===== config.mk =====
export PLATFORM = sky130hd
export DESIGN_NAME = interval_timer_registers
export DESIGN_NICKNAME = d
export VERILOG_FILES = /design/src/sv/itr_pkg.sv /design/src/sv/itr_core.sv /design/src/sv/interval_timer_registers.sv
export VERILOG_INCLUDE_DIRS = /design/src /design/src/sv
export SDC_FILE = /design/constraint.sdc
export NUM_CORES = 1
export LEC_CHECK = 0
export ABC_AREA = 1
export BUFFER_PORTS_ARGS = -buffer_cell sky130_fd_sc_hd__buf_2
export CAP_MARGIN = 0
export CORE_MARGIN = 8
export CORE_UTILIZATION = 55
export CTS_CLUSTER_SIZE = 12
export DETAILED_ROUTE_END_ITERATION = 6
export GPL_TIMING_DRIVEN = 0
export PLACE_DENSITY = 0.77
export SYNTH_ARGS = -nofsm -noshare
export SYNTH_HDL_FRONTEND = slang
export SYNTH_SLANG_ARGS = --single-unit

===== constraint.sdc =====
create_clock -name clk -period 1.7 [get_ports clk]
set_input_delay 0.085 -clock clk [delete_from_list [all_inputs] [get_ports clk]]
set_output_delay 0.085 -clock clk [all_outputs]
set_load 0.1 [all_outputs]

===== src/sv/interval_timer_registers_macros.svh =====
// ----------------------------------------------------------------------------
// interval_timer_registers_macros.svh
// Assertion helpers for the interval timer RTL.
// ----------------------------------------------------------------------------
`ifndef INTERVAL_TIMER_REGISTERS_MACROS_SVH
`define INTERVAL_TIMER_REGISTERS_MACROS_SVH

// same-cycle implication, disabled during reset
`define ITR_ASSERT_SAME(label, clk, rst_n, ante, cons) \
    label: assert property (@(posedge clk) disable iff (!rst_n) (ante) |-> (cons)) \
        else $error("interval timer check failed");

// next-cycle implication, disabled during reset
`define ITR_ASSERT_NEXT(label, clk, rst_n, ante, cons) \
    label: assert property (@(posedge clk) disable iff (!rst_n) (ante) |=> (cons)) \
        else $error("interval timer check failed");

`endif


===== src/sv/itr_pkg.sv =====
// ----------------------------------------------------------------------------
// itr_pkg
// Types and constants of the interval timer register block.
// ----------------------------------------------------------------------------
`timescale 1ns / 1ps

package itr_pkg;

    localparam int COUNT_WIDTH = 32;
    localparam int HALF_BITS   = 16;
    localparam int HI_BITS     = COUNT_WIDTH - HALF_BITS;
    localparam int IDX_BITS    = 3;
    localparam int FUNC_BITS   = 2;
    localparam int IN_TDATA_W  = 24;
    localparam int OUT_TDATA_W = 24;

    localparam int CTRL_ITO_BIT   = 0;
    localparam int CTRL_CONT_BIT  = 1;
    localparam int CTRL_START_BIT = 2;
    localparam int CTRL_STOP_BIT  = 3;

    localparam int STAT_TIMEOUT_BIT = 0;
    localparam int STAT_RUNNING_BIT = 1;

    typedef enum logic [FUNC_BITS-1:0] {
        FUNC_TICK  = 2'd0,
        FUNC_READ  = 2'd1,
        FUNC_WRITE = 2'd2
    } func_t;

    typedef enum logic [IDX_BITS-1:0] {
        REG_STATUS    = 3'd0,
        REG_CONTROL   = 3'd1,
        REG_PERIOD_LO = 3'd2,
        REG_PERIOD_HI = 3'd3,
        REG_SNAP_LO   = 3'd4,
        REG_SNAP_HI   = 3'd5
    } reg_idx_t;

    typedef struct packed {
        func_t                 func;
        reg_idx_t              reg_index;
        logic [HALF_BITS-1:0]  write_data;
    } item_t;

    typedef struct packed {
        logic [HALF_BITS-1:0]  read_data;
        logic                  irq;
    } result_t;

    typedef struct packed {
        logic timeout;
        logic running;
        logic irq_enable;
        logic continuous;
    } status_t;

endpackage


===== src/sv/itr_core.sv =====
// ----------------------------------------------------------------------------
// itr_core
// Timer state and single-pass update for one beat: tick, read or write.
// ----------------------------------------------------------------------------
`timescale 1ns / 1ps

module itr_core (
    input  logic            clk,
    input  logic            rst_n,
    input  logic            fire,
    input  itr_pkg::item_t  item,
    output itr_pkg::result_t result,
    output itr_pkg::status_t status
);
    import itr_pkg::*;

    logic [COUNT_WIDTH-1:0] count_reg, count_next;
    logic [COUNT_WIDTH-1:0] period_reg, period_next;
    logic [COUNT_WIDTH-1:0] snap_reg, snap_next;
    logic                   timeout_reg, timeout_next;
    logic                   running_reg, running_next;
    logic                   ien_reg, ien_next;
    logic                   cont_reg, cont_next;
    logic [HALF_BITS-1:0]   read_data;

    always_comb
    begin
        count_next   = count_reg;
        period_next  = period_reg;
        snap_next    = snap_reg;
        timeout_next = timeout_reg;
        running_next = running_reg;
        ien_next     = ien_reg;
        cont_next    = cont_reg;
        read_data    = '0;
        case (item.func)
            FUNC_TICK:
            begin
                if (running_reg)
                begin
                    if (count_reg == '0)
                    begin
                        timeout_next = 1'b1;
                        count_next   = period_reg;
                        if (!cont_reg)
                        begin
                            running_next = 1'b0;
                        end
                    end
                    else
                    begin
                        count_next = count_reg - COUNT_WIDTH'(1);
                    end
                end
            end
            FUNC_READ:
            begin
                case (item.reg_index)
                    REG_STATUS:
                    begin
                        read_data[STAT_TIMEOUT_BIT] = timeout_reg;
                        read_data[STAT_RUNNING_BIT] = running_reg;
                    end
                    REG_CONTROL:
                    begin
                        read_data[CTRL_ITO_BIT]  = ien_reg;
                        read_data[CTRL_CONT_BIT] = cont_reg;
                    end
                    REG_PERIOD_LO: read_data = period_reg[HALF_BITS-1:0];
                    REG_PERIOD_HI: read_data = HALF_BITS'(period_reg[COUNT_WIDTH-1:HALF_BITS]);
                    REG_SNAP_LO:   read_data = snap_reg[HALF_BITS-1:0];
                    REG_SNAP_HI:   read_data = HALF_BITS'(snap_reg[COUNT_WIDTH-1:HALF_BITS]);
                    default:       read_data = '0;
                endcase
            end
            FUNC_WRITE:
            begin
                case (item.reg_index)
                    REG_STATUS:
                    begin
                        timeout_next = 1'b0;
                    end
                    REG_CONTROL:
                    begin
                        ien_next  = item.write_data[CTRL_ITO_BIT];
                        cont_next = item.write_data[CTRL_CONT_BIT];
                        if (item.write_data[CTRL_START_BIT])
                        begin
                            running_next = 1'b1;
                        end
                        if (item.write_data[CTRL_STOP_BIT])
                        begin
                            running_next = 1'b0;
                        end
                    end
                    REG_PERIOD_LO:
                    begin
                        period_next  = {period_reg[COUNT_WIDTH-1:HALF_BITS], item.write_data};
                        count_next   = period_next;
                        running_next = 1'b0;
                    end
                    REG_PERIOD_HI:
                    begin
                        period_next  = {item.write_data[HI_BITS-1:0],
                                        period_reg[HALF_BITS-1:0]};
                        count_next   = period_next;
                        running_next = 1'b0;
                    end
                    REG_SNAP_LO,
                    REG_SNAP_HI:
                    begin
                        snap_next = count_reg;
                    end
                    default:
                    begin
                        snap_next = snap_reg;
                    end
                endcase
            end
            default:
            begin
                read_data = '0;
            end
        endcase
    end

    always_ff @(posedge clk or negedge rst_n)
    begin
        if (!rst_n)
        begin
            count_reg   <= '0;
            period_reg  <= '0;
            snap_reg    <= '0;
            timeout_reg <= 1'b0;
            running_reg <= 1'b0;
            ien_reg     <= 1'b0;
            cont_reg    <= 1'b0;
        end
        else if (fire)
        begin
            count_reg   <= count_next;
            period_reg  <= period_next;
            snap_reg    <= snap_next;
            timeout_reg <= timeout_next;
            running_reg <= running_next;
            ien_reg     <= ien_next;
            cont_reg    <= cont_next;
        end
    end

    assign result.read_data = read_data;
    assign result.irq       = timeout_next & ien_next;

    assign status.timeout    = timeout_reg;
    assign status.running    = running_reg;
    assign status.irq_enable = ien_reg;
    assign status.continuous = cont_reg;

endmodule


===== src/sv/interval_timer_registers.sv =====
// ----------------------------------------------------------------------------
// interval_timer_registers
// 32-bit down-counting interval timer behind six 16-bit registers.
// Registers from input beat to result beat: input register, then result register.
// Throughput: one beat per cycle while m_axis_tready holds; the timer state updates in a single pass.
// Reset: rst_n asynchronous, clears counter, period, snapshot, flags and valids.
// ----------------------------------------------------------------------------
`timescale 1ns / 1ps
`include "interval_timer_registers_macros.svh"

module interval_timer_registers (
    input  logic                            clk,
    input  logic                            rst_n,
    input  logic                            s_axis_tvalid,
    output logic                            s_axis_tready,
    // [2:0] reg_index, [18:3] write_data, [23:19] zero
    input  logic [itr_pkg::IN_TDATA_W-1:0]  s_axis_tdata,
    // [1:0] func
    input  logic [itr_pkg::FUNC_BITS-1:0]   s_axis_tuser,
    output logic                            m_axis_tvalid,
    input  logic                            m_axis_tready,
    // [15:0] read_data, [16] irq, [23:17] zero
    output logic [itr_pkg::OUT_TDATA_W-1:0] m_axis_tdata
);
    import itr_pkg::*;

    logic    in_valid_reg, in_valid_next;
    item_t   in_item_reg;
    logic    out_valid_reg, out_valid_next;
    result_t out_result_reg;
    result_t core_result;
    status_t core_status;
    logic    advance;
    logic    in_take;

    assign advance       = in_valid_reg & (~out_valid_reg | m_axis_tready);
    assign s_axis_tready = ~in_valid_reg | advance;
    assign in_take       = s_axis_tvalid & s_axis_tready;

    always_comb
    begin
        in_valid_next = in_valid_reg;
        if (in_take)
        begin
            in_valid_next = 1'b1;
        end
        else if (advance)
        begin
            in_valid_next = 1'b0;
        end

        out_valid_next = out_valid_reg;
        if (advance)
        begin
            out_valid_next = 1'b1;
        end
        else if (m_axis_tready)
        begin
            out_valid_next = 1'b0;
        end
    end

    always_ff @(posedge clk or negedge rst_n)
    begin
        if (!rst_n)
        begin
            in_valid_reg  <= 1'b0;
            out_valid_reg <= 1'b0;
        end
        else
        begin
            in_valid_reg  <= in_valid_next;
            out_valid_reg <= out_valid_next;
        end
    end

    // hold payload until the next beat moves in
    always_ff @(posedge clk)
    begin
        if (in_take)
        begin
            in_item_reg.func       <= func_t'(s_axis_tuser);
            in_item_reg.reg_index  <= reg_idx_t'(s_axis_tdata[IDX_BITS-1:0]);
            in_item_reg.write_data <= s_axis_tdata[IDX_BITS+HALF_BITS-1:IDX_BITS];
        end
        if (advance)
        begin
            out_result_reg <= core_result;
        end
    end

    itr_core u_core (
        .clk    (clk),
        .rst_n  (rst_n),
        .fire   (advance),
        .item   (in_item_reg),
        .result (core_result),
        .status (core_status)
    );

    assign m_axis_tvalid = out_valid_reg;
    assign m_axis_tdata  = OUT_TDATA_W'({out_result_reg.irq, out_result_reg.read_data});

    `ITR_ASSERT_SAME(a_ready_only_when_full, clk, rst_n, !s_axis_tready, in_valid_reg)
    `ITR_ASSERT_NEXT(a_irq_matches_state, clk, rst_n, advance,
        out_result_reg.irq == (core_status.timeout && core_status.irq_enable))
    `ITR_ASSERT_NEXT(a_no_read_data, clk, rst_n, advance && in_item_reg.func != FUNC_READ,
        out_result_reg.read_data == '0)
    `ITR_ASSERT_NEXT(a_period_write_stops, clk, rst_n,
        advance && in_item_reg.func == FUNC_WRITE &&
        (in_item_reg.reg_index == REG_PERIOD_LO || in_item_reg.reg_index == REG_PERIOD_HI),
        !core_status.running)

endmodule

==> out/results.tsv <==
metric	value	unit
Reg clk slew, reported paths	0.07	ns
Cells after Synth	1017	
WL/cell	22.6	um
CTS Buf Count	17	
Top delay family on crit path	simple AND/OR/NAND/NOR gates	
R2R cell count	10	
count of final hold-check violations	0	
register-to-register path setup slack	-0.16	ns
Worst-Margin Slew	0.746	ns
largest net degree at the start of global routing	66	
Max Root-Sink Buffers	2	
P_leak	5.01	nW
met2 Use GR	47.5	%
status	finished with violations	
Worst-Skew Late Latency	0.45	ns
Slew HR	50.3	%
area grow syn2layout	41.8	%
Critical-path top delay cell	dfrtp_1	
vias in the first global route	7736	
PD cells	1440	mW/mm^2
first-pass GRT wire length	42.6	mm
ant diodes	0	
most used routing layer	met2	
Placeable Area	0.0138	sq mm
most numerous cell on the critical path	nand2_1	
CP peak stage delay	0.40	ns
DP Cell Count	1247	
Yosys top cell area share	32.8	%
Critical Path Source Type	flop	
Final Slew Violations	0	
Non-Filler Instances	1383	
port bufs	43	
met1 usage	38.6	%
initial DRC count	1364	
Routed WL	31.3	mm
GPL Wtd Cong	0.979	
fin crit share	110	%
dominant cell type by area after synthesis	dfrtp_1	
hold depth	4	
setup TNS	-3.63	ns
post-synthesis sequential area ratio	47.5	%
Final #Nets	1225	
Root Buffer	clkbuf_16	
# IOs	56	
Initial Util	56.2	%
setup ws final	-0.165	ns
Reg2Reg Launch Point	u_core.count_reg[0]	
Routed Antenna Nets	0	
CP Capture Type	flop	
Syn Std Cell Area	0.00778	sq mm
failing checks	negative setup slack	
grt total ovfl	0	
Vias/cell	6.23	
Worst R2R End	u_core.count_reg[17]	
synthesized area per cell	7.65	sq um
CTS tree	built	
Setup Viol. Count Final	55	
crit-path cells	inv_2 -> buf_4 -> nand3_2 -> nor2_4 -> nand2_1 -> nand2_1 -> nand2_1 -> nand2_1 -> nand3_1 -> a21oi_1	
clock sink total	140	
layout cells sized above 1	33.3	%
antenna violations before repair	0	
Max FO, Critical Path	5	
grt met3 use	8.92	%
worst IR drop on VDD	1.11	mV
CP Class	flop to flop	
# rows	43	
dominant cells by area after synthesis	dfrtp_1 33%, edfxtp_1 15%, nand2_1 13%, o21ai_0 7.2%, inv_1 5.4%	
Critical Path AT	2.22	ns
hold worst-path end	m_axis_tvalid	
WP data required	2.05	ns
Die ar.	0.0182	sq mm
Yosys reg bits	140	
min cycle time layout	1.86	ns
DR pass1 iterations	7	
Buf/Inv on CP	2	
synth unique cells	39	
die height	135	um
# H-tree levels	4	
hold wc startpoint	m_axis_tready	
max cap viols	0	
Worst Hold Class	input port to flop	
Post-DP HPWL	18.8	mm
skew final	0.0128	ns
RSZ-0062 raised after global routing	yes	
Total Routing Usage GR	31.2	%
DR vias	8616	
fmax	0.536	GHz
die outline width	135	um
drt drc	0	
Synth warnings	0	
-- Yosys cell counts --
cell      number
buf_4         10
and2_1         1
a21oi_1       31
o21bai_1       1
o211ai_1       8
clkinv_1       1
buf_6          1
o22ai_1        2
nor2_2         7
nand3_1       82
nor3_1         3
nand2_1      269
o21ai_0      112
a31oi_1       14
nor2_4         4
nand4_2        1
a22oi_1       15
xor2_1        10
dfrtp_1      102
or2_0          1
a21oi_4        1
edfxtp_1      38
a211oi_1       1
nand3_2        1
ha_1           5
or2_2          1
mux2_2         4
nor3_2         2
inv_2          3
inv_1        111
nor3_4         1
o21ai_1       10
nand2_2        2
o221ai_1       1
conb_1         1
nand4_1       22
buf_2         15
clkbuf_1      26
nor2_1        97
-- worst reg2reg max path: stages (launching register included) --
cell and delay (ns):
dfrtp_1 0.40, inv_2 0.12, buf_4 0.16, nand3_2 0.19, nor2_4 0.22, nand2_1 0.07
nand2_1 0.09, nand2_1 0.10, nand2_1 0.13, nand3_1 0.11, a21oi_1 0.19
-- cells by family after synthesis --
| family | synth area share [%] |
|---|---|
| simple gates | 27.2 |
| other cells | 0.0482 |
| flops | 47.5 |
| fa+ha+maj | 0.804 |
| compound gates | 13.9 |
| xor+xnor | 1.13 |
| mux | 0.579 |
| buf+inv | 8.88 |
-- cell usage in the layout, fill, tap and decap left out, types with 8 or more instances in the layout --
| cell type | count |
|---|---|
| nor2_4 | 29 |
| buf_8 | 11 |
| dfrtp_2 | 20 |
| nor2_1 | 66 |
| xor2_1 | 9 |
| buf_4 | 68 |
| dlygate4sd3_1 | 23 |
| o21ai_1 | 56 |
| nor2_2 | 13 |
| a31oi_1 | 12 |
| nand3_2 | 14 |
| a22oi_2 | 14 |
| o211ai_1 | 8 |
| inv_1 | 99 |
| clkbuf_16 | 23 |
| edfxtp_1 | 38 |
| nand4_1 | 22 |
| dfrtp_1 | 81 |
| buf_6 | 26 |
| a21oi_1 | 24 |
| a21oi_2 | 8 |
| buf_2 | 46 |
| nand2_2 | 26 |
| o21ai_0 | 42 |
| nand3_1 | 67 |
| o21ai_2 | 22 |
| nand2_1 | 236 |
| inv_2 | 10 |
-- per-layer routing --
metal  up-vias  share of wire [%]
met2       759                 44
met5         -                  0
li1       3705                  -
met4         0                8.0
met1      3930                 35
met3       222                 12
-- power breakdown --
group	internal, W	total (W)	leakage, nW	switching (W)
sequential	0.00452	0.00590	1.64	0.00138
clock	0.00239	0.00397	0.304	0.00158
combinational	0.00216	0.00599	3.07	0.00383
total	0.00907	0.0159	5.01	0.00680
-- worst max path at each step --
stage	start	endpoint	slack [ns]	cells past startpoint
2_1_floorplan	m_axis_tvalid	u_core.count_reg[29]	-0.30	7
3_3_place_gp	rst_n	m_axis_tvalid	-1.0	1
3_5_place_dp	m_axis_tvalid	u_core.count_reg[20]	-0.67	7
4_1_cts	m_axis_tvalid	u_core.count_reg[20]	-0.06	8
5_1_grt	in_item_reg[18]	u_core.count_reg[17]	-0.23	9
6_report	u_core.count_reg[0]	u_core.count_reg[17]	-0.16	10
-- per-stage QoR --
stage | area, sq um | power (W) | util (%) | hold WS [ns] | setup WS, ns
finish | 11000 | 0.0159 | 79.8 | 0.0135 | -0.165
global route | 11000 | 0.0165 | 79.8 | 0.0611 | -0.231
CTS | 10300 | 0.0147 | 74.3 | 0.00285 | -0.0590
detailed placement | 8400 | 0.00967 | 60.7 | 0.0921 | -0.670
global placement | 8370 | 0.00957 | 60.5 | 0.261 | -0.996
floorplan | 7930 | 0.00827 | - | -0.211 | -0.297
-- final cells by class --
cell class	count	area, sq um
buffer	50	507
multi-input combinational	718	4180
tap	180	225
clock inverter	13	163
fill	820	2800
clock buffer	19	453
timing repair inverter	1	7.51
timing repair buffer	147	1320
sequential	140	3720
inverter	115	453
-- what timing repair did --
item | 4_1_cts | 5_1_grt
setup buffers | 48 | 22
endpoints found under the setup margin | 115 | 128
pin swaps | 47 | 42
hold buffers | 23 | 0
gates cloned | 7 | 8
hold endpoints to repair | 59 | 0
gates resized for setup | 187 | 171
Note: power is estimated with default switching activity, not from simulation.
